`config.mk`:
```
export PLATFORM = sky130hd
export DESIGN_NAME = bcd_clock_field_editor_flat
export DESIGN_NICKNAME = d
export VERILOG_FILES = /design/src/bce_pkg.sv /design/src/bce_req_if.sv /design/src/bce_rsp_if.sv /design/src/bce_in_reg.sv /design/src/bce_core.sv /design/src/bcd_clock_field_editor.sv /design/src/flat_wrapper.sv
export VERILOG_INCLUDE_DIRS = /design/src /design/src/src
export SDC_FILE = /design/constraint.sdc
export NUM_CORES = 1
export LEC_CHECK = 0
export BUFFER_PORTS_ARGS = -buffer_cell sky130_fd_sc_hd__buf_2
export CAP_MARGIN = 5
export CORE_MARGIN = 3
export CORE_UTILIZATION = 40
export CTS_BUF_LIST = sky130_fd_sc_hd__clkbuf_2 sky130_fd_sc_hd__clkbuf_4 sky130_fd_sc_hd__clkbuf_8
export DETAILED_ROUTE_END_ITERATION = 8
export GPL_ROUTABILITY_DRIVEN = 1
export PLACE_DENSITY = 0.6
export SLEW_MARGIN = 0
export SYNTH_ARGS = -nofsm -noshare
export SYNTH_HDL_FRONTEND = slang
export SYNTH_HIERARCHICAL = 1
export SYNTH_SLANG_ARGS = --single-unit
export TNS_END_PERCENT = 100
```
`constraint.sdc`:
```
create_clock -name clock -period 2.7 [get_ports clock]
set_input_delay 0.27 -clock clock [delete_from_list [all_inputs] [get_ports clock]]
set_output_delay 0.27 -clock clock [all_outputs]
set_load 0.01 [all_outputs]
```
`src/bcd_clock_field_editor_defines.svh`:
```
// Assertion macros for the BCD clock field editor.
// Used by the top level; no other dependencies.
`ifndef BCD_CLOCK_FIELD_EDITOR_DEFINES_SVH
`define BCD_CLOCK_FIELD_EDITOR_DEFINES_SVH
`ifndef SYNTH
`define BCE_ASSERT_NOW(label, clk, rst, ante, cons, msg) \
   label: assert property (@(posedge clk) disable iff (rst) (ante) |-> (cons)) else $error(msg);
`define BCE_ASSERT_NEXT(label, clk, rst, ante, cons, msg) \
   label: assert property (@(posedge clk) disable iff (rst) (ante) |=> (cons)) else $error(msg);
`else
`define BCE_ASSERT_NOW(label, clk, rst, ante, cons, msg)
`define BCE_ASSERT_NEXT(label, clk, rst, ante, cons, msg)
`endif
`endif

```
`src/bce_pkg.sv`:
```
`timescale 1ns / 1ps
// Shared types, codes, field limits and BCD helper functions of the BCD clock field editor.
// No dependencies.
package bce_pkg;

   localparam int unsigned SEC_W   = 7;
   localparam int unsigned MIN_W   = 7;
   localparam int unsigned HOUR_W  = 6;
   localparam int unsigned DAY_W   = 6;
   localparam int unsigned MONTH_W = 5;
   localparam int unsigned YEAR_W  = 8;
   localparam int unsigned MODE_W  = 3;
   localparam int unsigned ADDR_W  = 8;

   typedef enum logic [1:0] {
      OP_MODE = 2'd0,
      OP_UP   = 2'd1,
      OP_DOWN = 2'd2,
      OP_LOAD = 2'd3
   } opcode_type;

   localparam logic [MODE_W-1:0] MODE_NONE  = 3'd0;
   localparam logic [MODE_W-1:0] MODE_SEC   = 3'd1;
   localparam logic [MODE_W-1:0] MODE_MIN   = 3'd2;
   localparam logic [MODE_W-1:0] MODE_HOUR  = 3'd3;
   localparam logic [MODE_W-1:0] MODE_DAY   = 3'd4;
   localparam logic [MODE_W-1:0] MODE_MONTH = 3'd5;
   localparam logic [MODE_W-1:0] MODE_YEAR  = 3'd6;

   localparam logic [7:0] SEC_LOW    = 8'h00;
   localparam logic [7:0] SEC_HIGH   = 8'h59;
   localparam logic [7:0] MIN_LOW    = 8'h00;
   localparam logic [7:0] MIN_HIGH   = 8'h59;
   localparam logic [7:0] HOUR_LOW   = 8'h00;
   localparam logic [7:0] HOUR_HIGH  = 8'h23;
   localparam logic [7:0] DAY_LOW    = 8'h01;
   localparam logic [7:0] DAY_HIGH   = 8'h31;
   localparam logic [7:0] MONTH_LOW  = 8'h01;
   localparam logic [7:0] MONTH_HIGH = 8'h12;
   localparam logic [7:0] YEAR_LOW   = 8'h00;
   localparam logic [7:0] YEAR_HIGH  = 8'h99;

   localparam logic [3:0] NIBBLE_UP_FIX   = 4'ha;
   localparam logic [3:0] NIBBLE_DOWN_FIX = 4'hf;
   localparam logic [7:0] BCD_ADJUST      = 8'h06;

   typedef struct packed {
      opcode_type          opcode;
      logic [SEC_W-1:0]    load_seconds;
      logic [MIN_W-1:0]    load_minutes;
      logic [HOUR_W-1:0]   load_hours;
      logic [DAY_W-1:0]    load_day;
      logic [MONTH_W-1:0]  load_month;
      logic [YEAR_W-1:0]   load_year;
   } req_item_type;

   typedef struct packed {
      logic [MODE_W-1:0]   edit_mode;
      logic [SEC_W-1:0]    seconds_bcd;
      logic [MIN_W-1:0]    minutes_bcd;
      logic [HOUR_W-1:0]   hours_bcd;
      logic [DAY_W-1:0]    day_bcd;
      logic [MONTH_W-1:0]  month_bcd;
      logic [YEAR_W-1:0]   year_bcd;
      logic                store_strobe;
      logic [ADDR_W-1:0]   cursor_addr;
   } rsp_item_type;

   typedef struct packed {
      logic         valid;
      req_item_type item;
   } in_stage_type;

   function automatic logic [7:0] bcd_step(input logic up, input logic [7:0] value,
                                           input logic [7:0] low, input logic [7:0] high);
      logic [7:0] r;
      if (up) begin
         if (value >= high) begin
            r = low;
         end else begin
            r = value + 8'd1;
            if (r[3:0] == NIBBLE_UP_FIX) begin
               r = r + BCD_ADJUST;
            end
         end
      end else begin
         if (value <= low || value > high) begin
            r = high;
         end else begin
            r = value - 8'd1;
            if (r[3:0] == NIBBLE_DOWN_FIX) begin
               r = r - BCD_ADJUST;
            end
         end
      end
      return r;
   endfunction

   function automatic logic [ADDR_W-1:0] cursor_of(input logic [MODE_W-1:0] mode);
      logic [ADDR_W-1:0] a;
      unique case (mode)
         MODE_SEC:   a = 8'hd3;
         MODE_MIN:   a = 8'hd0;
         MODE_HOUR:  a = 8'hcd;
         MODE_DAY:   a = 8'h8d;
         MODE_MONTH: a = 8'h90;
         MODE_YEAR:  a = 8'h93;
         default:    a = 8'h00;
      endcase
      return a;
   endfunction

endpackage

```
`src/bce_req_if.sv`:
```
`timescale 1ns / 1ps
// Request channel interface of the BCD clock field editor: valid, ready and key or load payload.
// Depends on bce_pkg.
interface bce_req_if
   import bce_pkg::*;
();
   logic               valid;
   logic               ready;
   logic [1:0]         opcode;
   logic [SEC_W-1:0]   load_seconds;
   logic [MIN_W-1:0]   load_minutes;
   logic [HOUR_W-1:0]  load_hours;
   logic [DAY_W-1:0]   load_day;
   logic [MONTH_W-1:0] load_month;
   logic [YEAR_W-1:0]  load_year;

   modport source (
      output valid, opcode, load_seconds, load_minutes, load_hours, load_day,
             load_month, load_year,
      input  ready
   );
   modport sink (
      input  valid, opcode, load_seconds, load_minutes, load_hours, load_day,
             load_month, load_year,
      output ready
   );
endinterface

```
`src/bce_rsp_if.sv`:
```
`timescale 1ns / 1ps
// Response channel interface of the BCD clock field editor: valid, ready and field payload.
// Depends on bce_pkg.
interface bce_rsp_if
   import bce_pkg::*;
();
   logic               valid;
   logic               ready;
   logic [MODE_W-1:0]  edit_mode;
   logic [SEC_W-1:0]   seconds_bcd;
   logic [MIN_W-1:0]   minutes_bcd;
   logic [HOUR_W-1:0]  hours_bcd;
   logic [DAY_W-1:0]   day_bcd;
   logic [MONTH_W-1:0] month_bcd;
   logic [YEAR_W-1:0]  year_bcd;
   logic               store_strobe;
   logic [ADDR_W-1:0]  cursor_addr;

   modport source (
      output valid, edit_mode, seconds_bcd, minutes_bcd, hours_bcd, day_bcd,
             month_bcd, year_bcd, store_strobe, cursor_addr,
      input  ready
   );
   modport sink (
      input  valid, edit_mode, seconds_bcd, minutes_bcd, hours_bcd, day_bcd,
             month_bcd, year_bcd, store_strobe, cursor_addr,
      output ready
   );
endinterface

```
`src/bce_in_reg.sv`:
```
`timescale 1ns / 1ps
// Input register of the BCD clock field editor; holds one request transaction.
// Depends on bce_pkg.
module bce_in_reg
   import bce_pkg::*;
(
   input  logic         clock,
   input  logic         reset,
   input  logic         req_valid,
   input  req_item_type req_item,
   output logic         req_ready,
   input  logic         take,
   output in_stage_type stage
);
   logic         valid_ff;
   logic         valid_in;
   req_item_type item_ff;
   logic         accept;

   assign req_ready = !valid_ff || take;
   assign accept    = req_valid && req_ready;
   assign valid_in  = accept || (valid_ff && !take);

   always_ff @(posedge clock) begin
      if (reset) begin
         valid_ff <= 1'b0;
      end else begin
         valid_ff <= valid_in;
      end
   end

   always_ff @(posedge clock) begin
      if (accept) begin
         item_ff <= req_item;
      end
   end

   assign stage.valid = valid_ff;
   assign stage.item  = item_ff;
endmodule

```
`src/bce_core.sv`:
```
`timescale 1ns / 1ps
// Mode and BCD field state of the editor with the per-transaction update logic.
// Depends on bce_pkg.
module bce_core
   import bce_pkg::*;
(
   input  logic         clock,
   input  logic         reset,
   input  logic         step,
   input  req_item_type item,
   output rsp_item_type result
);
   logic [MODE_W-1:0]  mode_ff,  mode_in;
   logic [SEC_W-1:0]   sec_ff,   sec_in;
   logic [MIN_W-1:0]   min_ff,   min_in;
   logic [HOUR_W-1:0]  hour_ff,  hour_in;
   logic [DAY_W-1:0]   day_ff,   day_in;
   logic [MONTH_W-1:0] month_ff, month_in;
   logic [YEAR_W-1:0]  year_ff,  year_in;
   logic               strobe;
   logic               up;
   logic [7:0]         stepped;

   always_comb begin
      mode_in  = mode_ff;
      sec_in   = sec_ff;
      min_in   = min_ff;
      hour_in  = hour_ff;
      day_in   = day_ff;
      month_in = month_ff;
      year_in  = year_ff;
      strobe   = 1'b0;
      up       = (item.opcode == OP_UP);
      stepped  = 8'h00;
      unique case (item.opcode)
         OP_MODE: begin
            mode_in = (mode_ff < MODE_YEAR) ? mode_ff + 3'd1 : MODE_NONE;
         end
         OP_LOAD: begin
            sec_in   = item.load_seconds;
            min_in   = item.load_minutes;
            hour_in  = item.load_hours;
            day_in   = item.load_day;
            month_in = item.load_month;
            year_in  = item.load_year;
         end
         OP_UP, OP_DOWN: begin
            unique case (mode_ff)
               MODE_SEC: begin
                  stepped = bcd_step(up, {1'b0, sec_ff}, SEC_LOW, SEC_HIGH);
                  sec_in  = stepped[SEC_W-1:0];
                  strobe  = 1'b1;
               end
               MODE_MIN: begin
                  stepped = bcd_step(up, {1'b0, min_ff}, MIN_LOW, MIN_HIGH);
                  min_in  = stepped[MIN_W-1:0];
                  strobe  = 1'b1;
               end
               MODE_HOUR: begin
                  stepped = bcd_step(up, {2'b00, hour_ff}, HOUR_LOW, HOUR_HIGH);
                  hour_in = stepped[HOUR_W-1:0];
                  strobe  = 1'b1;
               end
               MODE_DAY: begin
                  stepped = bcd_step(up, {2'b00, day_ff}, DAY_LOW, DAY_HIGH);
                  day_in  = stepped[DAY_W-1:0];
                  strobe  = 1'b1;
               end
               MODE_MONTH: begin
                  stepped  = bcd_step(up, {3'b000, month_ff}, MONTH_LOW, MONTH_HIGH);
                  month_in = stepped[MONTH_W-1:0];
                  strobe   = 1'b1;
               end
               MODE_YEAR: begin
                  stepped = bcd_step(up, year_ff, YEAR_LOW, YEAR_HIGH);
                  year_in = stepped;
                  strobe  = 1'b1;
               end
               default: begin
                  strobe = 1'b0;
               end
            endcase
         end
         default: begin
            strobe = 1'b0;
         end
      endcase
   end

   always_ff @(posedge clock) begin
      if (reset) begin
         mode_ff  <= MODE_NONE;
         sec_ff   <= SEC_LOW[SEC_W-1:0];
         min_ff   <= MIN_LOW[MIN_W-1:0];
         hour_ff  <= HOUR_LOW[HOUR_W-1:0];
         day_ff   <= DAY_LOW[DAY_W-1:0];
         month_ff <= MONTH_LOW[MONTH_W-1:0];
         year_ff  <= YEAR_LOW;
      end else if (step) begin
         mode_ff  <= mode_in;
         sec_ff   <= sec_in;
         min_ff   <= min_in;
         hour_ff  <= hour_in;
         day_ff   <= day_in;
         month_ff <= month_in;
         year_ff  <= year_in;
      end
   end

   assign result.edit_mode    = mode_in;
   assign result.seconds_bcd  = sec_in;
   assign result.minutes_bcd  = min_in;
   assign result.hours_bcd    = hour_in;
   assign result.day_bcd      = day_in;
   assign result.month_bcd    = month_in;
   assign result.year_bcd     = year_in;
   assign result.store_strobe = strobe;
   assign result.cursor_addr  = cursor_of(mode_in);
endmodule

```
`src/bcd_clock_field_editor.sv`:
```
`timescale 1ns / 1ps
// BCD clock field editor: an accepted request passes through the input register and the response register,
// with one pass of update logic between them, before the response goes valid.
// Throughput is one transaction per cycle while the response side is ready.
// Synchronous active-high reset clears both valid flags, sets the mode to none,
// the day and month to 01 and the other fields to 00.
module bcd_clock_field_editor
   import bce_pkg::*;
(
   input  logic      clock,
   input  logic      reset,
   bce_req_if.sink   req_if,
   bce_rsp_if.source rsp_if
);
`include "bcd_clock_field_editor_defines.svh"

   req_item_type req_item;
   in_stage_type stage;
   rsp_item_type result;
   rsp_item_type rsp_ff;
   logic         rsp_valid_ff;
   logic         rsp_valid_in;
   logic         rsp_free;
   logic         advance;

   assign req_item.opcode       = opcode_type'(req_if.opcode);
   assign req_item.load_seconds = req_if.load_seconds;
   assign req_item.load_minutes = req_if.load_minutes;
   assign req_item.load_hours   = req_if.load_hours;
   assign req_item.load_day     = req_if.load_day;
   assign req_item.load_month   = req_if.load_month;
   assign req_item.load_year    = req_if.load_year;

   assign rsp_free     = !rsp_valid_ff || rsp_if.ready;
   assign advance      = stage.valid && rsp_free;
   assign rsp_valid_in = advance || (rsp_valid_ff && !rsp_if.ready);

   bce_in_reg u_in_reg (
      .clock     (clock),
      .reset     (reset),
      .req_valid (req_if.valid),
      .req_item  (req_item),
      .req_ready (req_if.ready),
      .take      (advance),
      .stage     (stage)
   );

   bce_core u_core (
      .clock  (clock),
      .reset  (reset),
      .step   (advance),
      .item   (stage.item),
      .result (result)
   );

   always_ff @(posedge clock) begin
      if (reset) begin
         rsp_valid_ff <= 1'b0;
      end else begin
         rsp_valid_ff <= rsp_valid_in;
      end
   end

   always_ff @(posedge clock) begin
      if (advance) begin
         rsp_ff <= result;
      end
   end

   assign rsp_if.valid        = rsp_valid_ff;
   assign rsp_if.edit_mode    = rsp_ff.edit_mode;
   assign rsp_if.seconds_bcd  = rsp_ff.seconds_bcd;
   assign rsp_if.minutes_bcd  = rsp_ff.minutes_bcd;
   assign rsp_if.hours_bcd    = rsp_ff.hours_bcd;
   assign rsp_if.day_bcd      = rsp_ff.day_bcd;
   assign rsp_if.month_bcd    = rsp_ff.month_bcd;
   assign rsp_if.year_bcd     = rsp_ff.year_bcd;
   assign rsp_if.store_strobe = rsp_ff.store_strobe;
   assign rsp_if.cursor_addr  = rsp_ff.cursor_addr;

   `BCE_ASSERT_NEXT(a_edit_strobe, clock, reset, advance && (stage.item.opcode == OP_UP || stage.item.opcode == OP_DOWN), rsp_ff.store_strobe == (rsp_ff.edit_mode != MODE_NONE), "Edit strobe does not match the edit mode.")
   `BCE_ASSERT_NEXT(a_no_strobe, clock, reset, advance && (stage.item.opcode == OP_MODE || stage.item.opcode == OP_LOAD), !rsp_ff.store_strobe, "Strobe raised for a mode key or a load.")
   `BCE_ASSERT_NOW(a_cursor_mode, clock, reset, rsp_valid_ff, (rsp_ff.edit_mode == MODE_NONE) == (rsp_ff.cursor_addr == 8'h00), "Cursor address disagrees with the edit mode.")
endmodule

```
`src/flat_wrapper.sv`:
```
// flat-port wrapper written by rule: the top's interface ports become plain ports
module bcd_clock_field_editor_flat import bce_pkg::*;
  (clock, reset, req_if_valid, req_if_opcode, req_if_load_seconds, req_if_load_minutes, req_if_load_hours, req_if_load_day, req_if_load_month, req_if_load_year, req_if_ready, rsp_if_valid, rsp_if_edit_mode, rsp_if_seconds_bcd, rsp_if_minutes_bcd, rsp_if_hours_bcd, rsp_if_day_bcd, rsp_if_month_bcd, rsp_if_year_bcd, rsp_if_store_strobe, rsp_if_cursor_addr, rsp_if_ready);
  bce_req_if req_if_i ();
  bce_rsp_if rsp_if_i ();
  input  logic clock;
  input  logic reset;
  input wire logic [$bits(req_if_i.valid)-1:0] req_if_valid;
  input wire logic [$bits(req_if_i.opcode)-1:0] req_if_opcode;
  input wire logic [$bits(req_if_i.load_seconds)-1:0] req_if_load_seconds;
  input wire logic [$bits(req_if_i.load_minutes)-1:0] req_if_load_minutes;
  input wire logic [$bits(req_if_i.load_hours)-1:0] req_if_load_hours;
  input wire logic [$bits(req_if_i.load_day)-1:0] req_if_load_day;
  input wire logic [$bits(req_if_i.load_month)-1:0] req_if_load_month;
  input wire logic [$bits(req_if_i.load_year)-1:0] req_if_load_year;
  output wire logic [$bits(req_if_i.ready)-1:0] req_if_ready;
  output wire logic [$bits(rsp_if_i.valid)-1:0] rsp_if_valid;
  output wire logic [$bits(rsp_if_i.edit_mode)-1:0] rsp_if_edit_mode;
  output wire logic [$bits(rsp_if_i.seconds_bcd)-1:0] rsp_if_seconds_bcd;
  output wire logic [$bits(rsp_if_i.minutes_bcd)-1:0] rsp_if_minutes_bcd;
  output wire logic [$bits(rsp_if_i.hours_bcd)-1:0] rsp_if_hours_bcd;
  output wire logic [$bits(rsp_if_i.day_bcd)-1:0] rsp_if_day_bcd;
  output wire logic [$bits(rsp_if_i.month_bcd)-1:0] rsp_if_month_bcd;
  output wire logic [$bits(rsp_if_i.year_bcd)-1:0] rsp_if_year_bcd;
  output wire logic [$bits(rsp_if_i.store_strobe)-1:0] rsp_if_store_strobe;
  output wire logic [$bits(rsp_if_i.cursor_addr)-1:0] rsp_if_cursor_addr;
  input wire logic [$bits(rsp_if_i.ready)-1:0] rsp_if_ready;
  assign req_if_i.valid = req_if_valid;
  assign req_if_i.opcode = req_if_opcode;
  assign req_if_i.load_seconds = req_if_load_seconds;
  assign req_if_i.load_minutes = req_if_load_minutes;
  assign req_if_i.load_hours = req_if_load_hours;
  assign req_if_i.load_day = req_if_load_day;
  assign req_if_i.load_month = req_if_load_month;
  assign req_if_i.load_year = req_if_load_year;
  assign req_if_ready = req_if_i.ready;
  assign rsp_if_valid = rsp_if_i.valid;
  assign rsp_if_edit_mode = rsp_if_i.edit_mode;
  assign rsp_if_seconds_bcd = rsp_if_i.seconds_bcd;
  assign rsp_if_minutes_bcd = rsp_if_i.minutes_bcd;
  assign rsp_if_hours_bcd = rsp_if_i.hours_bcd;
  assign rsp_if_day_bcd = rsp_if_i.day_bcd;
  assign rsp_if_month_bcd = rsp_if_i.month_bcd;
  assign rsp_if_year_bcd = rsp_if_i.year_bcd;
  assign rsp_if_store_strobe = rsp_if_i.store_strobe;
  assign rsp_if_cursor_addr = rsp_if_i.cursor_addr;
  assign rsp_if_i.ready = rsp_if_ready;
  bcd_clock_field_editor u_core (.clock(clock), .reset(reset), .req_if(req_if_i), .rsp_if(rsp_if_i));
endmodule
```
# After elaboration in Yosys (flattened, before gate mapping)
# Index checks and enable logic that the tools add are counted.
[op_classes]
add_sub_neg = 25
multipliers = 0
div = 0
n_lt_le_gt_ge = 19
n_eq_ne = 27
shift = 0
n_mux = 46
bitwise_logic = 0
n_reduce_logical = 21
[op_table]
columns = ["op", "n"]
rows = [
  ["7-bit 2-to-1 mux", 12],
  ["6-bit 2-to-1 mux", 12],
  ["4-bit equality test, second input constant", 12],
  ["8-bit 2-to-1 mux", 6],
  ["8-bit case mux with 6 select lines", 1],
  ["5-bit 2-to-1 mux", 6],
  ["7-bit case mux with 2 select lines", 2],
  ["6-bit case mux with 2 select lines", 2],
  ["3-bit equality test, second input constant", 6],
  ["8-bit case mux with 2 select lines", 1],
  ["7-bit by 1-bit adder with 7-bit output, second input constant", 2],
  ["7-bit by 3-bit adder with 7-bit output, second input constant", 2],
  ["7-bit greater-or-equal comparator, second input constant", 2],
  ["7-bit > comparator, second input constant", 2],
  ["7-bit by 1-bit less-or-equal comparator with 1-bit output, second input constant", 2],
  ["7-bit by 1-bit subtractor with 7-bit output, second input constant", 2],
  ["7-bit by 3-bit subtractor with 7-bit output, second input constant", 2],
  ["6-bit by 1-bit adder with 6-bit output, second input constant", 2],
  ["6-bit by 3-bit adder with 6-bit output, second input constant", 2],
  ["3-bit by 2-bit equality test with 1-bit output, second input constant", 4],
  ["6-bit greater-or-equal comparator, second input constant", 2],
  ["6-bit > comparator, second input constant", 2],
  ["6-bit by 1-bit less-or-equal comparator with 1-bit output, second input constant", 2],
  ["6-bit by 1-bit subtractor with 6-bit output, second input constant", 2],
  ["29 further kinds", 48],
]
[word_totals]
regBits = 136
latch_bits = 0
mem_bits_rw = 0
mem_bits_ro = 0
elab_cells = 163
mem_count = 0

# Longest topological paths before layout
# Gate-level depths: netlist of run 1.
[logic_depth]
word_depth = 7
depth_mapped = 11
ltp_nobuf = 10

# By module
# Netlist of run 1, hierarchy kept.
[by_module_without_submodules]
columns = ["mod", "instances", "cells_each", "area_each_um2"]
rows = [
  ["bce_core", 1, 948, 6546.3],
  ["bcd_clock_field_editor", 1, 56, 1586.5],
  ["bce_in_reg", 1, 47, 1293.7],
]

# Worst setup path before layout of run 1
# No wires, ideal clock.
[synth_path]
path_type = "register to register"
from = "register u_core.u_core.year_ff[0]"
to = "register u_core.rsp_ff, in the netlist u_core/rsp_if.year_bcd[1], data pin"
setup_ns = 0.274
arrival_ns = 2.285
t_required_ns = 2.426
setup_slack_ns = 0.141
stages_incl_launch_ff = 10
path_cell_list = "dfxtp_1 -> clkbuf_1 -> inv_1 -> ha_1 -> o21ba_2 -> o211a_1 -> o21ai_1 -> a21oi_1 -> o41ai_1 -> a31oi_1"
[synth_rtl]
columns = ["item", "line", "text"]
rows = [
  ["start: declaration", "bce_core.sv:19", "logic [YEAR_W-1:0] year_ff, year_in;"],
  ["start signal: assignment", "bce_core.sv:106", "year_ff <= year_in;"],
  ["end signal: assignment", "bcd_clock_field_editor.sv:66", "rsp_ff <= result;"],
  ["end: declaration", "bcd_clock_field_editor.sv:20", "rsp_item_type rsp_ff;"],
]

# Worst setup path in the final report of run 1
[layout_path]
from = "register u_core.u_in_reg.item_ff, in the netlist u_core/u_in_reg/stage[40]"
to = "register u_core.u_core.hour_ff[1]"
[layout_between]
elab_chain_cells = 4
[layout_rtl]
columns = ["item", "line", "text"]
rows = [
  ["start: declaration", "bce_in_reg.sv:17", "req_item_type item_ff;"],
  ["start signal: assignment", "bce_in_reg.sv:34", "item_ff <= req_item;"],
  ["2-bit by 1-bit equality test with 1-bit output", "bce_core.sv:33, bce_core.sv:35", ""],
  ["6-bit 2-to-1 mux", "bce_pkg.sv:77", "if (up) begin"],
  ["6-bit 2-to-1 mux", "bce_core.sv:48", "unique case (mode_ff)"],
  ["6-bit case mux with 2 select lines *", "bce_core.sv:35", "unique case (item.opcode)"],
  ["end signal: assignment", "bce_core.sv:95", "hour_ff <= HOUR_LOW[HOUR_W-1:0];"],
  ["end signal: assignment", "bce_core.sv:103", "hour_ff <= hour_in;"],
  ["end: declaration", "bce_core.sv:16", "logic [HOUR_W-1:0] hour_ff, hour_in;"],
]
# Mark *: on every way between the ends. The rest lies on a longest branch, timed or not.
# A chain may end at the register's enable or synchronous reset.

==> flow_summary.toml, run 1 <==
[timing]
fin_crit_ps = 2490
relSlewSlack_pct = 55.4
setup_violations = 0
finClkSkew_ps = 22.3
maxSlewViolCount = 0
fmax_ghz = 0.402
finalSetupTns_ps = 0
post-route-period-util_pct = 92.1
whs_ps = 51.7
final_hold_viol_count = 0
rsz0062_at_grt = "false"
worst_slew_pin_slew_ps = 669
setup_slack_ps = 214

[critical_path]
cp.required_ps = 3010
crit_family = "compound AO/OA/AOI/OAI gates"
arrival_ps = 2790
path_cells = "inv_1 > ha_1 > clkinv_1 > buf_12 > and2_1 > a211oi_1 > nor3_1 > a2111oi_0"
r2r.worst_path.cells = 8
r2r_start = "u_core/u_in_reg/stage[40]$_DFFE_PP_"
cp-end-kind = "flip-flop"
regToRegEndpoint = "u_core/u_core/hour_ff[1]$_SDFFE_PP0P_"
critPathMaxFanout = 14
cp-start-kind = "flip-flop"
cp_num_buf_inv = 3
reg2reg_slack_ps = 210
crit_type = "reg2reg"
critPathSlowestCell = "a2111oi_0"
critPathMaxStageDelay_ps = 460

[floorplanning]
initial_core_util_pct = 41.1
die_w_um = 160
core_sq_um = 22900
std_cell_rows = 55
fp.dieH_um = 160
dieArea_sq_um = 25400
pin_count = 98

[route]
vias = 8639
avgViaCountPerCell = 5.74
wl_met2_um = 12600
drtAntennaViolNets = 0
drc_errors = 0
drt_wl_total_um = 27800
wl_per_cell_um = 18.4
wl_met3_um = 1800
wl_met1_um = 13100
first_pass_iters = 5
dr.max_layer_used = "met4"
drt-initial-drc-count = 855

[power_and_ir_drop]
ir_worst_vdd_uv = 316
pwr-share-seq_pct = 43.3
power.total_mw = 5.79
p_sw_share_pct = 32.1
power.leakage_nw = 4.30
pwr-share-comb_pct = 24.2
clkPwrFrac_pct = 32.5
power_density_nw_per_um2 = 517
switchingPower_mw = 1.86
intPower_mw = 3.93

[global_routing]
grt_pass1_vias = 8139
grt_usage_pct = 21.6
grt_pass1_wl_um = 44500
grt_max_degree = 42
grt.overflow.total = 0
grt_antenna_before_repair = 0

[final_layout]
nFillCells = 2163
stdcell_count = 1505
final_nets = 1274
seq_area_sq_um = 3650
synthToLayoutAreaGrowth_pct = 18.9
antenna_cells = 0
layout-drive-gt1-share_pct = 18.8
multi_input_area_sq_um = 5220

[yosys]
yosysUniqueCellTypes = 87
syn_area_per_cell_sq_um = 8.97
synthesis.nets = 1146
netlist_area_sq_um = 9430
synthArstFlopShare_pct = 0
syn_inst = 1051
yosysWarnings = 6
synth_top_area_share_pct = 29.3
synth.yosys.seq_area_share_pct = 38.7
ys_ff_latch = 136
synth_edf_count = 92
yosysTopAreaCell = "edfxtp_1"
synth_ff_type = "edfxtp_1"
yosys-top-cells-area = "edfxtp_1 29%, dfxtp_1 9.3%, ha_1 6.6%"

[clock_tree]
clock_latency_ps = 460
cts_sinks = 136
cts_htree_levels = 4
cts_buffer_depth = 2
clk_pin_slew_ps = 90
cts_tree = "yes"
cts_buffers = 17
cts-root-buf = "clkbuf_8"
cts_setup_buffers = 0

[worst_hold_path]
min_to = "u_core/u_in_reg/stage[37]$_DFFE_PP_"
holdCritStartpoint = "req_if_load_seconds[5]"
hold_depth = 1
min_path_type = "in2reg"

[job]
maxCapViolCount = 0

[place]
post-place-ws_ps = 204
place_congestion = 0.941
port_buffers = 97
hpwl_um = 19200
post-place-cells = 1434

[outcome]
status = "finished clean"
==> layout by cell type (no fill, tap or decap), drive strengths merged, types with 16 or more instances in the layout <==
cell	instances
buf	153
nand2	103
edfxtp	92
o21ai	78
a21oi	72
nor2	60
inv	52
ha	50
dfxtp	44
dlygate4sd3	39
xnor2	31
nand3	28
nor3	25
xor2	19
clkbuf	18
nor2b	18
a31oi	17
a211oi	16
==> area by class of cell <==
class,count,share of cell area (%)
multi-input cells,784,46.6
flip-flops and latches,136,32.5
repair buffers,192,11.9
well taps,313,3.49
clock buffers,18,2.21
clock inverters,14,1.66
inverters,48,1.61
==> repair_timing <==
item,4_1_cts,5_1_grt
setup endpoints to repair,0,4
gates resized for setup,0,3
hold endpoints to repair,39,0
hold buffers,39,0
==> sequential cells by signal (all words and copies together) (netlist names), 6 cells and up <==
name,cells
u_core/rsp_if.cursor_addr,8
u_core/rsp_if.day_bcd,6
u_core/rsp_if.hours_bcd,6
u_core/rsp_if.minutes_bcd,7
u_core/rsp_if.seconds_bcd,7
u_core/rsp_if.year_bcd,8
u_core/u_core/day_ff,6
u_core/u_core/hour_ff,6
u_core/u_core/min_ff,7
u_core/u_core/sec_ff,7
u_core/u_core/year_ff,8
u_core/u_in_reg/stage,41
==> synth_stat cells, drive strengths merged (11+ instances only) <==
library cell,instances
buf,39
inv,47
nand2b,14
a31oi,17
nor2b,18
o21a,12
nand2,103
edfxtp,92
ha,50
xnor2,31
xor2,19
nor3,25
a221oi,14
clkbuf,44
a211oi,16
a21oi,72
a22oi,11
o21ai,78
nor2,60
nand3,28
dfxtp,44
o31ai,12
and3,13
a21o,12
==> worst max path at each step <==
| stage | to | startpoint | cells after the start | slack, ps |
|---|---|---|---|---|
| floorplan | u_core/rsp_if.year_bcd[1]$_DFFE_PP_ | u_core/u_core/year_ff[0]$_SDFFE_PP0P_ | 9 | 140 |
| global placement | u_core/rsp_if.year_bcd[7]$_DFFE_PP_ | u_core/u_core/year_ff[1]$_SDFFE_PP0P_ | 9 | 220 |
| detailed placement | u_core/rsp_if.month_bcd[2]$_DFFE_PP_ | u_core/u_core/month_ff[0]$_SDFFE_PP1P_ | 7 | 200 |
| CTS | u_core/rsp_if.month_bcd[2]$_DFFE_PP_ | u_core/u_core/month_ff[0]$_SDFFE_PP1P_ | 7 | 160 |
| global route | u_core/u_core/hour_ff[1]$_SDFFE_PP0P_ | u_core/u_in_reg/stage[40]$_DFFE_PP_ | 8 | 9 |
| finish | u_core/u_core/hour_ff[1]$_SDFFE_PP0P_ | u_core/u_in_reg/stage[40]$_DFFE_PP_ | 8 | 210 |
==> per-layer routing <==
layer	vias up	global-route usage [%]
met2	330	34.1
met3	22	3.72
met4	0	5.01
met5	-	0
li1	4180	-
met1	4107	30.9
==> logic make-up (layout without fill, tap and decap cells) <==
group	after synthesis	count (layout)	share of synthesized area, %
AOI/OAI and AO/OA	353	353	25.8
and+or+nand+nor	323	323	17.5
DFF	136	136	38.7
buffers and inverters	131	272	5.99
adders and majority gates	50	50	6.64
xor gates and xnor gates	50	50	4.65
muxes	7	7	0.770
other	1	1	0.0398
==> stage by stage <==
stage	utilization [%]	area, sq um
6_report	48.9	11200
5_1_grt	48.9	11200
4_1_cts	48.9	11200
3_5_place_dp	45.3	10400
3_3_place_gp	45.3	10400
2_1_floorplan	-	9430
==> power groups by stage <==
stage,Clock [mW],Combinational (mW),Sequential [mW]
after global routing,2.01,1.55,2.53
after CTS,1.93,1.38,2.51
after floorplan,0,0.911,2.52
after global placement,0,1.33,2.55
final,1.88,1.40,2.51
after detailed placement,0,1.33,2.55
Power figures use the tool's default switching activity.
==> run 2, diff against run 1 <==
--- a/config.mk
+++ b/config.mk
@@ -9,11 +9,11 @@
 export BUFFER_PORTS_ARGS = -buffer_cell sky130_fd_sc_hd__buf_2
 export CAP_MARGIN = 5
 export CORE_MARGIN = 3
-export CORE_UTILIZATION = 40
+export CORE_UTILIZATION = 45
 export CTS_BUF_LIST = sky130_fd_sc_hd__clkbuf_2 sky130_fd_sc_hd__clkbuf_4 sky130_fd_sc_hd__clkbuf_8
 export DETAILED_ROUTE_END_ITERATION = 8
 export GPL_ROUTABILITY_DRIVEN = 1
-export PLACE_DENSITY = 0.6
+export PLACE_DENSITY = 0.66
 export SLEW_MARGIN = 0
 export SYNTH_ARGS = -nofsm -noshare
 export SYNTH_HDL_FRONTEND = slang
==> run 2 against run 1 <==
Global-route usage rose by 2.5 points. Sequential power barely moved. Register-to-register slack got worse by 20 ps. Hold slack got worse by 19 ps. Non-clock buffer count fell by 5. Via count fell by 0.42%. Setup slack got worse by 21 ps. Clock-buffer cell count rose by 4. Sequential share of layout area rose by 0.50 points. Die area fell by 11%. Maximum frequency fell by 0.85%.
==> flow_summary.toml, run 2 (synthesis results as in run 1) <==
[global_routing]
grt_pass1_wl_um = 42800
grt.overflow.total = 0
grt_usage_pct = 24.0
grt_antenna_before_repair = 0
grt_pass1_vias = 7884
grt_max_degree = 42

[critical_path]
arrival_ps = 2700
crit_type = "reg2reg"
cp-start-kind = "flip-flop"
cp-end-kind = "flip-flop"
critPathMaxFanout = 11
cp.required_ps = 2890

[place]
place_congestion = 0.926
port_buffers = 97
hpwl_um = 18900
post-place-cells = 1386
place_area_sq_um = 10300

[timing]
fin_crit_ps = 2510
whs_ps = 32.8
fmax_ghz = 0.399
maxSlewViolCount = 0
finClkSkew_ps = 18.1
final_hold_viol_count = 0
setup_violations = 0
rsz0062_at_grt = "false"
post-route-period-util_pct = 92.9
relSlewSlack_pct = 55.3
finalSetupTns_ps = 0
worst_slew_pin_slew_ps = 662

[clock_tree]
clk_pin_slew_ps = 80
cts_tree = "yes"
clock_latency_ps = 460
cts-root-buf = "clkbuf_8"
cts_buffer_depth = 2
cts_htree_levels = 4
cts_sinks = 136
cts_buffers = 17

[final_layout]
stdcell_count = 1457
nFillCells = 1879
synthToLayoutAreaGrowth_pct = 17.2
layout-drive-gt1-share_pct = 18.6
fin_area_sq_um = 11000
layout_common_cells = "103 x nand2_1, 97 x buf_2, 92 x edfxtp_1"
final_nets = 1269
largest_register_ffs = 41
final_common_cell = "nand2_1"
antenna_cells = 0

[route]
vias = 8603
drt_wl_total_um = 26900
wl_per_cell_um = 18.5
first_pass_iters = 6
drc_errors = 0
drt-initial-drc-count = 823
drtAntennaViolNets = 0
avgViaCountPerCell = 5.90

[floorplanning]
pin_count = 98
die_w_um = 151
std_cell_rows = 52
fp.dieH_um = 151
initial_core_util_pct = 46.1
dieArea_sq_um = 22700
core_sq_um = 20400

[outcome]
status = "finished clean"

[power_and_ir_drop]
ir_worst_vdd_uv = 270
power_density_nw_per_um2 = 502
power.total_mw = 5.54
power.leakage_nw = 4.23

[worst_hold_path]
min_path_type = "in2reg"

[job]
maxCapViolCount = 0
==> run 2: area by class of cell <==
type                       count  area [sq um]  share of cell area, %
timing repair buffer         187          1270                   11.5
clock buffer                  22           290                   2.63
multi-input combinational    784          5220                   47.3
tap                          270           338                   3.06
clock inverter                10          96.3                  0.872
sequential                   136          3650                   33.0
inverter                      48           180                   1.63
==> run 2: worst max-delay path, cell delays in order, from the launching register on <==
cell     delay [ps]
dfxtp_2         450
inv_1           130
ha_1            290
o21ba_2         230
o211a_1         230
o21ai_1         200
a21oi_1          60
o41ai_1         520
a31oi_1         140
==> run 2: final timing paths <==
path | start | to | slack, ps | cells after the start
hold / removal | req_if_opcode[0] | u_core/u_in_reg/stage[39]$_DFFE_PP_ | 30 | 1
setup reg to reg | u_core/u_core/year_ff[1]$_SDFFE_PP0P_ | u_core/rsp_if.year_bcd[1]$_DFFE_PP_ | 190 | 8
setup / recovery | u_core/u_core/year_ff[1]$_SDFFE_PP0P_ | u_core/rsp_if.year_bcd[1]$_DFFE_PP_ | 190 | 8
hold reg to reg | u_core/rsp_if.valid$_SDFF_PP0_ | u_core/rsp_if.valid$_SDFF_PP0_ | 500 | 2
==> run 2: repair_timing <==
action / CTS / global route
endpoints found under the setup margin: 0 / 5
endpoints found under the hold margin: 39 / 0
resized for setup: 0 / 4
buffers inserted: 0 / 0
hold buffers: 39 / 0
==> run 2: where the power goes <==
group          switching, mW  internal (mW)
sequential             0.121           2.39
clock                  0.838          0.823
combinational          0.803          0.567
==> run 2: metal layers <==
layer	GRT usage (%)	vias to the layer above	wire length, um
li1	-	4156	-
met1	35.6	4052	12500
met2	35.7	363	12000
met3	4.03	32	1900
met4	7.62	0	509
met5	0	-	0
==> run 2: metrics by stage <==
stage,setup slack [ps],utilization (%)
after global placement,125,50.2
after floorplan,141,-
after detailed placement,86.5,50.2
final,192,54.1
after global routing,24.6,54.1
after CTS,55.7,54.0
==> run 3, diff against run 2 <==
--- a/config.mk
+++ b/config.mk
@@ -13,7 +13,7 @@
 export CTS_BUF_LIST = sky130_fd_sc_hd__clkbuf_2 sky130_fd_sc_hd__clkbuf_4 sky130_fd_sc_hd__clkbuf_8
 export DETAILED_ROUTE_END_ITERATION = 8
 export GPL_ROUTABILITY_DRIVEN = 1
-export PLACE_DENSITY = 0.66
+export PLACE_DENSITY = 0.64
 export SLEW_MARGIN = 0
 export SYNTH_ARGS = -nofsm -noshare
 export SYNTH_HDL_FRONTEND = slang
==> constraint.sdc (replaced) <==
create_clock -name clock -period 2.5 [get_ports clock]
set_input_delay 0.25 -clock clock [delete_from_list [all_inputs] [get_ports clock]]
set_output_delay 0.25 -clock clock [all_outputs]
set_load 0.01 [all_outputs]
==> run 3 against run 2 <==
Sequential power is 8.0% higher. Global-route usage is 0.45 points higher. Setup slack worse by 74 ps. Maximum frequency is 5.3% higher. Critical path type unchanged. Clock power is 30% higher. Sequential share of layout area is 1.2 points lower.
==> flow_summary.toml, run 3 (synthesis results as in run 1) <==
[outcome]
status = "finished clean"

[route]
wl_per_cell_um = 18.7
vias = 8819
drc_errors = 0
first_pass_iters = 7
drt_wl_total_um = 27900
drtAntennaViolNets = 0
drt-initial-drc-count = 881
avgViaCountPerCell = 5.91

[worst_hold_path]
hold_depth = 3
min_to = "u_core/u_in_reg/valid_ff$_SDFF_PP0_"
holdCritStartpoint = "req_if_valid"
min_path_type = "in2reg"

[final_layout]
final_nets = 1303
antenna_cells = 0
synthToLayoutAreaGrowth_pct = 21.7
final_common_cell = "nand2_1"
nFillCells = 1852
largest_register_ffs = 41
layout_common_cells = "103 x nand2_1, 97 x buf_2, 92 x edfxtp_1"
fin_area_sq_um = 11500
layout-drive-gt1-share_pct = 21.7

[critical_path]
cp-start-kind = "flip-flop"
reg2reg_slack_ps = 120
r2r.worst_path.cells = 7
r2r_start = "u_core/u_core/sec_ff[1]$_SDFFE_PP0P_"
critPathMaxFanout = 5
cp.required_ps = 2700
cp-end-kind = "flip-flop"
crit_type = "reg2reg"
regToRegEndpoint = "u_core/rsp_if.seconds_bcd[6]$_DFFE_PP_"
path_cells = "inv_1 > ha_1 > nor4bb_1 > o21ai_0 > or4_1 > a21oi_1 > o31ai_1"
critPathMaxStageDelay_ps = 550
arrival_ps = 2580
critPathSlowestCell = "or4_1"

[power_and_ir_drop]
p_sw_share_pct = 30.7
switchingPower_mw = 1.98
power_density_nw_per_um2 = 561
intPower_mw = 4.45
power.leakage_nw = 4.45
ir_worst_vdd_uv = 366
clkPwrFrac_pct = 33.6
pwr-share-seq_pct = 42.1
pwr-share-comb_pct = 24.4

[timing]
whs_ps = 56.2
setup_violations = 0
fin_crit_ps = 2380
finClkSkew_ps = 8.76
relSlewSlack_pct = 56.2
maxSlewViolCount = 0
finalSetupTns_ps = 0
post-route-period-util_pct = 95.3
worst_slew_pin_slew_ps = 658
final_hold_viol_count = 0
fmax_ghz = 0.420

[clock_tree]
clk_pin_slew_ps = 90
cts_sinks = 136
cts_setup_buffers = 0
cts-root-buf = "clkbuf_8"
cts_htree_levels = 4
cts_buffers = 17
clock_latency_ps = 450
cts_buffer_depth = 2
cts_tree = "yes"

[floorplanning]
fp.dieH_um = 151
initial_core_util_pct = 46.1
core_sq_um = 20400
pin_count = 98
dieArea_sq_um = 22700
die_w_um = 151
std_cell_rows = 52

[place]
hpwl_um = 19100
place_area_sq_um = 10500
port_buffers = 97
place_congestion = 0.963

[global_routing]
grt_antenna_before_repair = 0
grt_pass1_vias = 8190
grt_max_degree = 42
grt.overflow.total = 0
grt_usage_pct = 24.5
grt_pass1_wl_um = 43600

[job]
maxCapViolCount = 0
[run 3: metal layers]
| layer | wire (um) | vias up | share of wire [%] | GRT usage [%] |
|---|---|---|---|---|
| met5 | 0 | - | 0 | 0 |
| met4 | 498 | 0 | 1.8 | 7.34 |
| li1 | - | 4234 | - | - |
| met3 | 1910 | 42 | 6.9 | 4.09 |
| met1 | 12900 | 4182 | 46 | 35.1 |
| met2 | 12600 | 361 | 45 | 38.0 |
[run 3: worst max-delay path: cells and delay by family (launching register included)]
family	cells	cell delay (ps)
and+or+nand+nor	2	940
AOI/OAI and AO/OA	3	460
DFF	1	350
adders and majority gates	1	260
buffers and inverters	1	120
[run 3: stage by stage]
step | utilization, % | worst slack (ps) | cells | total power [mW]
CTS | 55.8 | 49.2 | 1491 | 6.45
global route | 56.2 | -26.7 | 1491 | 6.75
floorplan | - | 23.7 | 1051 | 3.71
global placement | 51.5 | 156 | 1418 | 4.22
detailed placement | 51.5 | 119 | 1418 | 4.23
finish | 56.2 | 118 | 1491 | 6.43
[run 3: layout make-up]
class	instances	area, sq um	area share, %
multi-input combinational	784	5280	46.0
sequential	136	3650	31.8
timing repair buffer	221	1560	13.6
tap	270	338	2.94
clock buffer	18	241	2.10
clock inverter	14	223	1.94
inverter	48	184	1.60
[run 3: worst max-delay path by stage]
stage                                                       from                                      to  slack (ps)  cells past startpoint
final                       u_core/u_core/sec_ff[1]$_SDFFE_PP0P_  u_core/rsp_if.seconds_bcd[6]$_DFFE_PP_         120                      7
after global routing        u_core/u_core/day_ff[0]$_SDFFE_PP1P_      u_core/rsp_if.day_bcd[1]$_DFFE_PP_         -30                      8
after CTS                 u_core/u_core/month_ff[0]$_SDFFE_PP1P_    u_core/rsp_if.month_bcd[2]$_DFFE_PP_          50                      7
after detailed placement   u_core/u_core/year_ff[1]$_SDFFE_PP0P_     u_core/rsp_if.year_bcd[1]$_DFFE_PP_         120                      9
after global placement     u_core/u_core/year_ff[2]$_SDFFE_PP0P_     u_core/rsp_if.year_bcd[7]$_DFFE_PP_         160                      7
after floorplan            u_core/u_core/hour_ff[0]$_SDFFE_PP0P_    u_core/rsp_if.hours_bcd[5]$_DFFE_PP_          20                     10
[run 3: power by group through the flow]
| stage | Clock (mW) | Sequential, mW | Combinational, mW |
|---|---|---|---|
| 6_report | 2.16 | 2.71 | 1.57 |
| 5_1_grt | 2.29 | 2.72 | 1.73 |
| 4_1_cts | 2.21 | 2.70 | 1.54 |
| 3_5_place_dp | 0 | 2.75 | 1.48 |
| 3_3_place_gp | 0 | 2.75 | 1.47 |
| 2_1_floorplan | 0 | 2.72 | 0.984 |
[run 3: repair_timing]
action / in CTS / in global routing
endpoints found under the hold margin: 41 / 0
hold buffers: 41 / 0
endpoints found under the setup margin: 0 / 14
resized for setup: 0 / 19
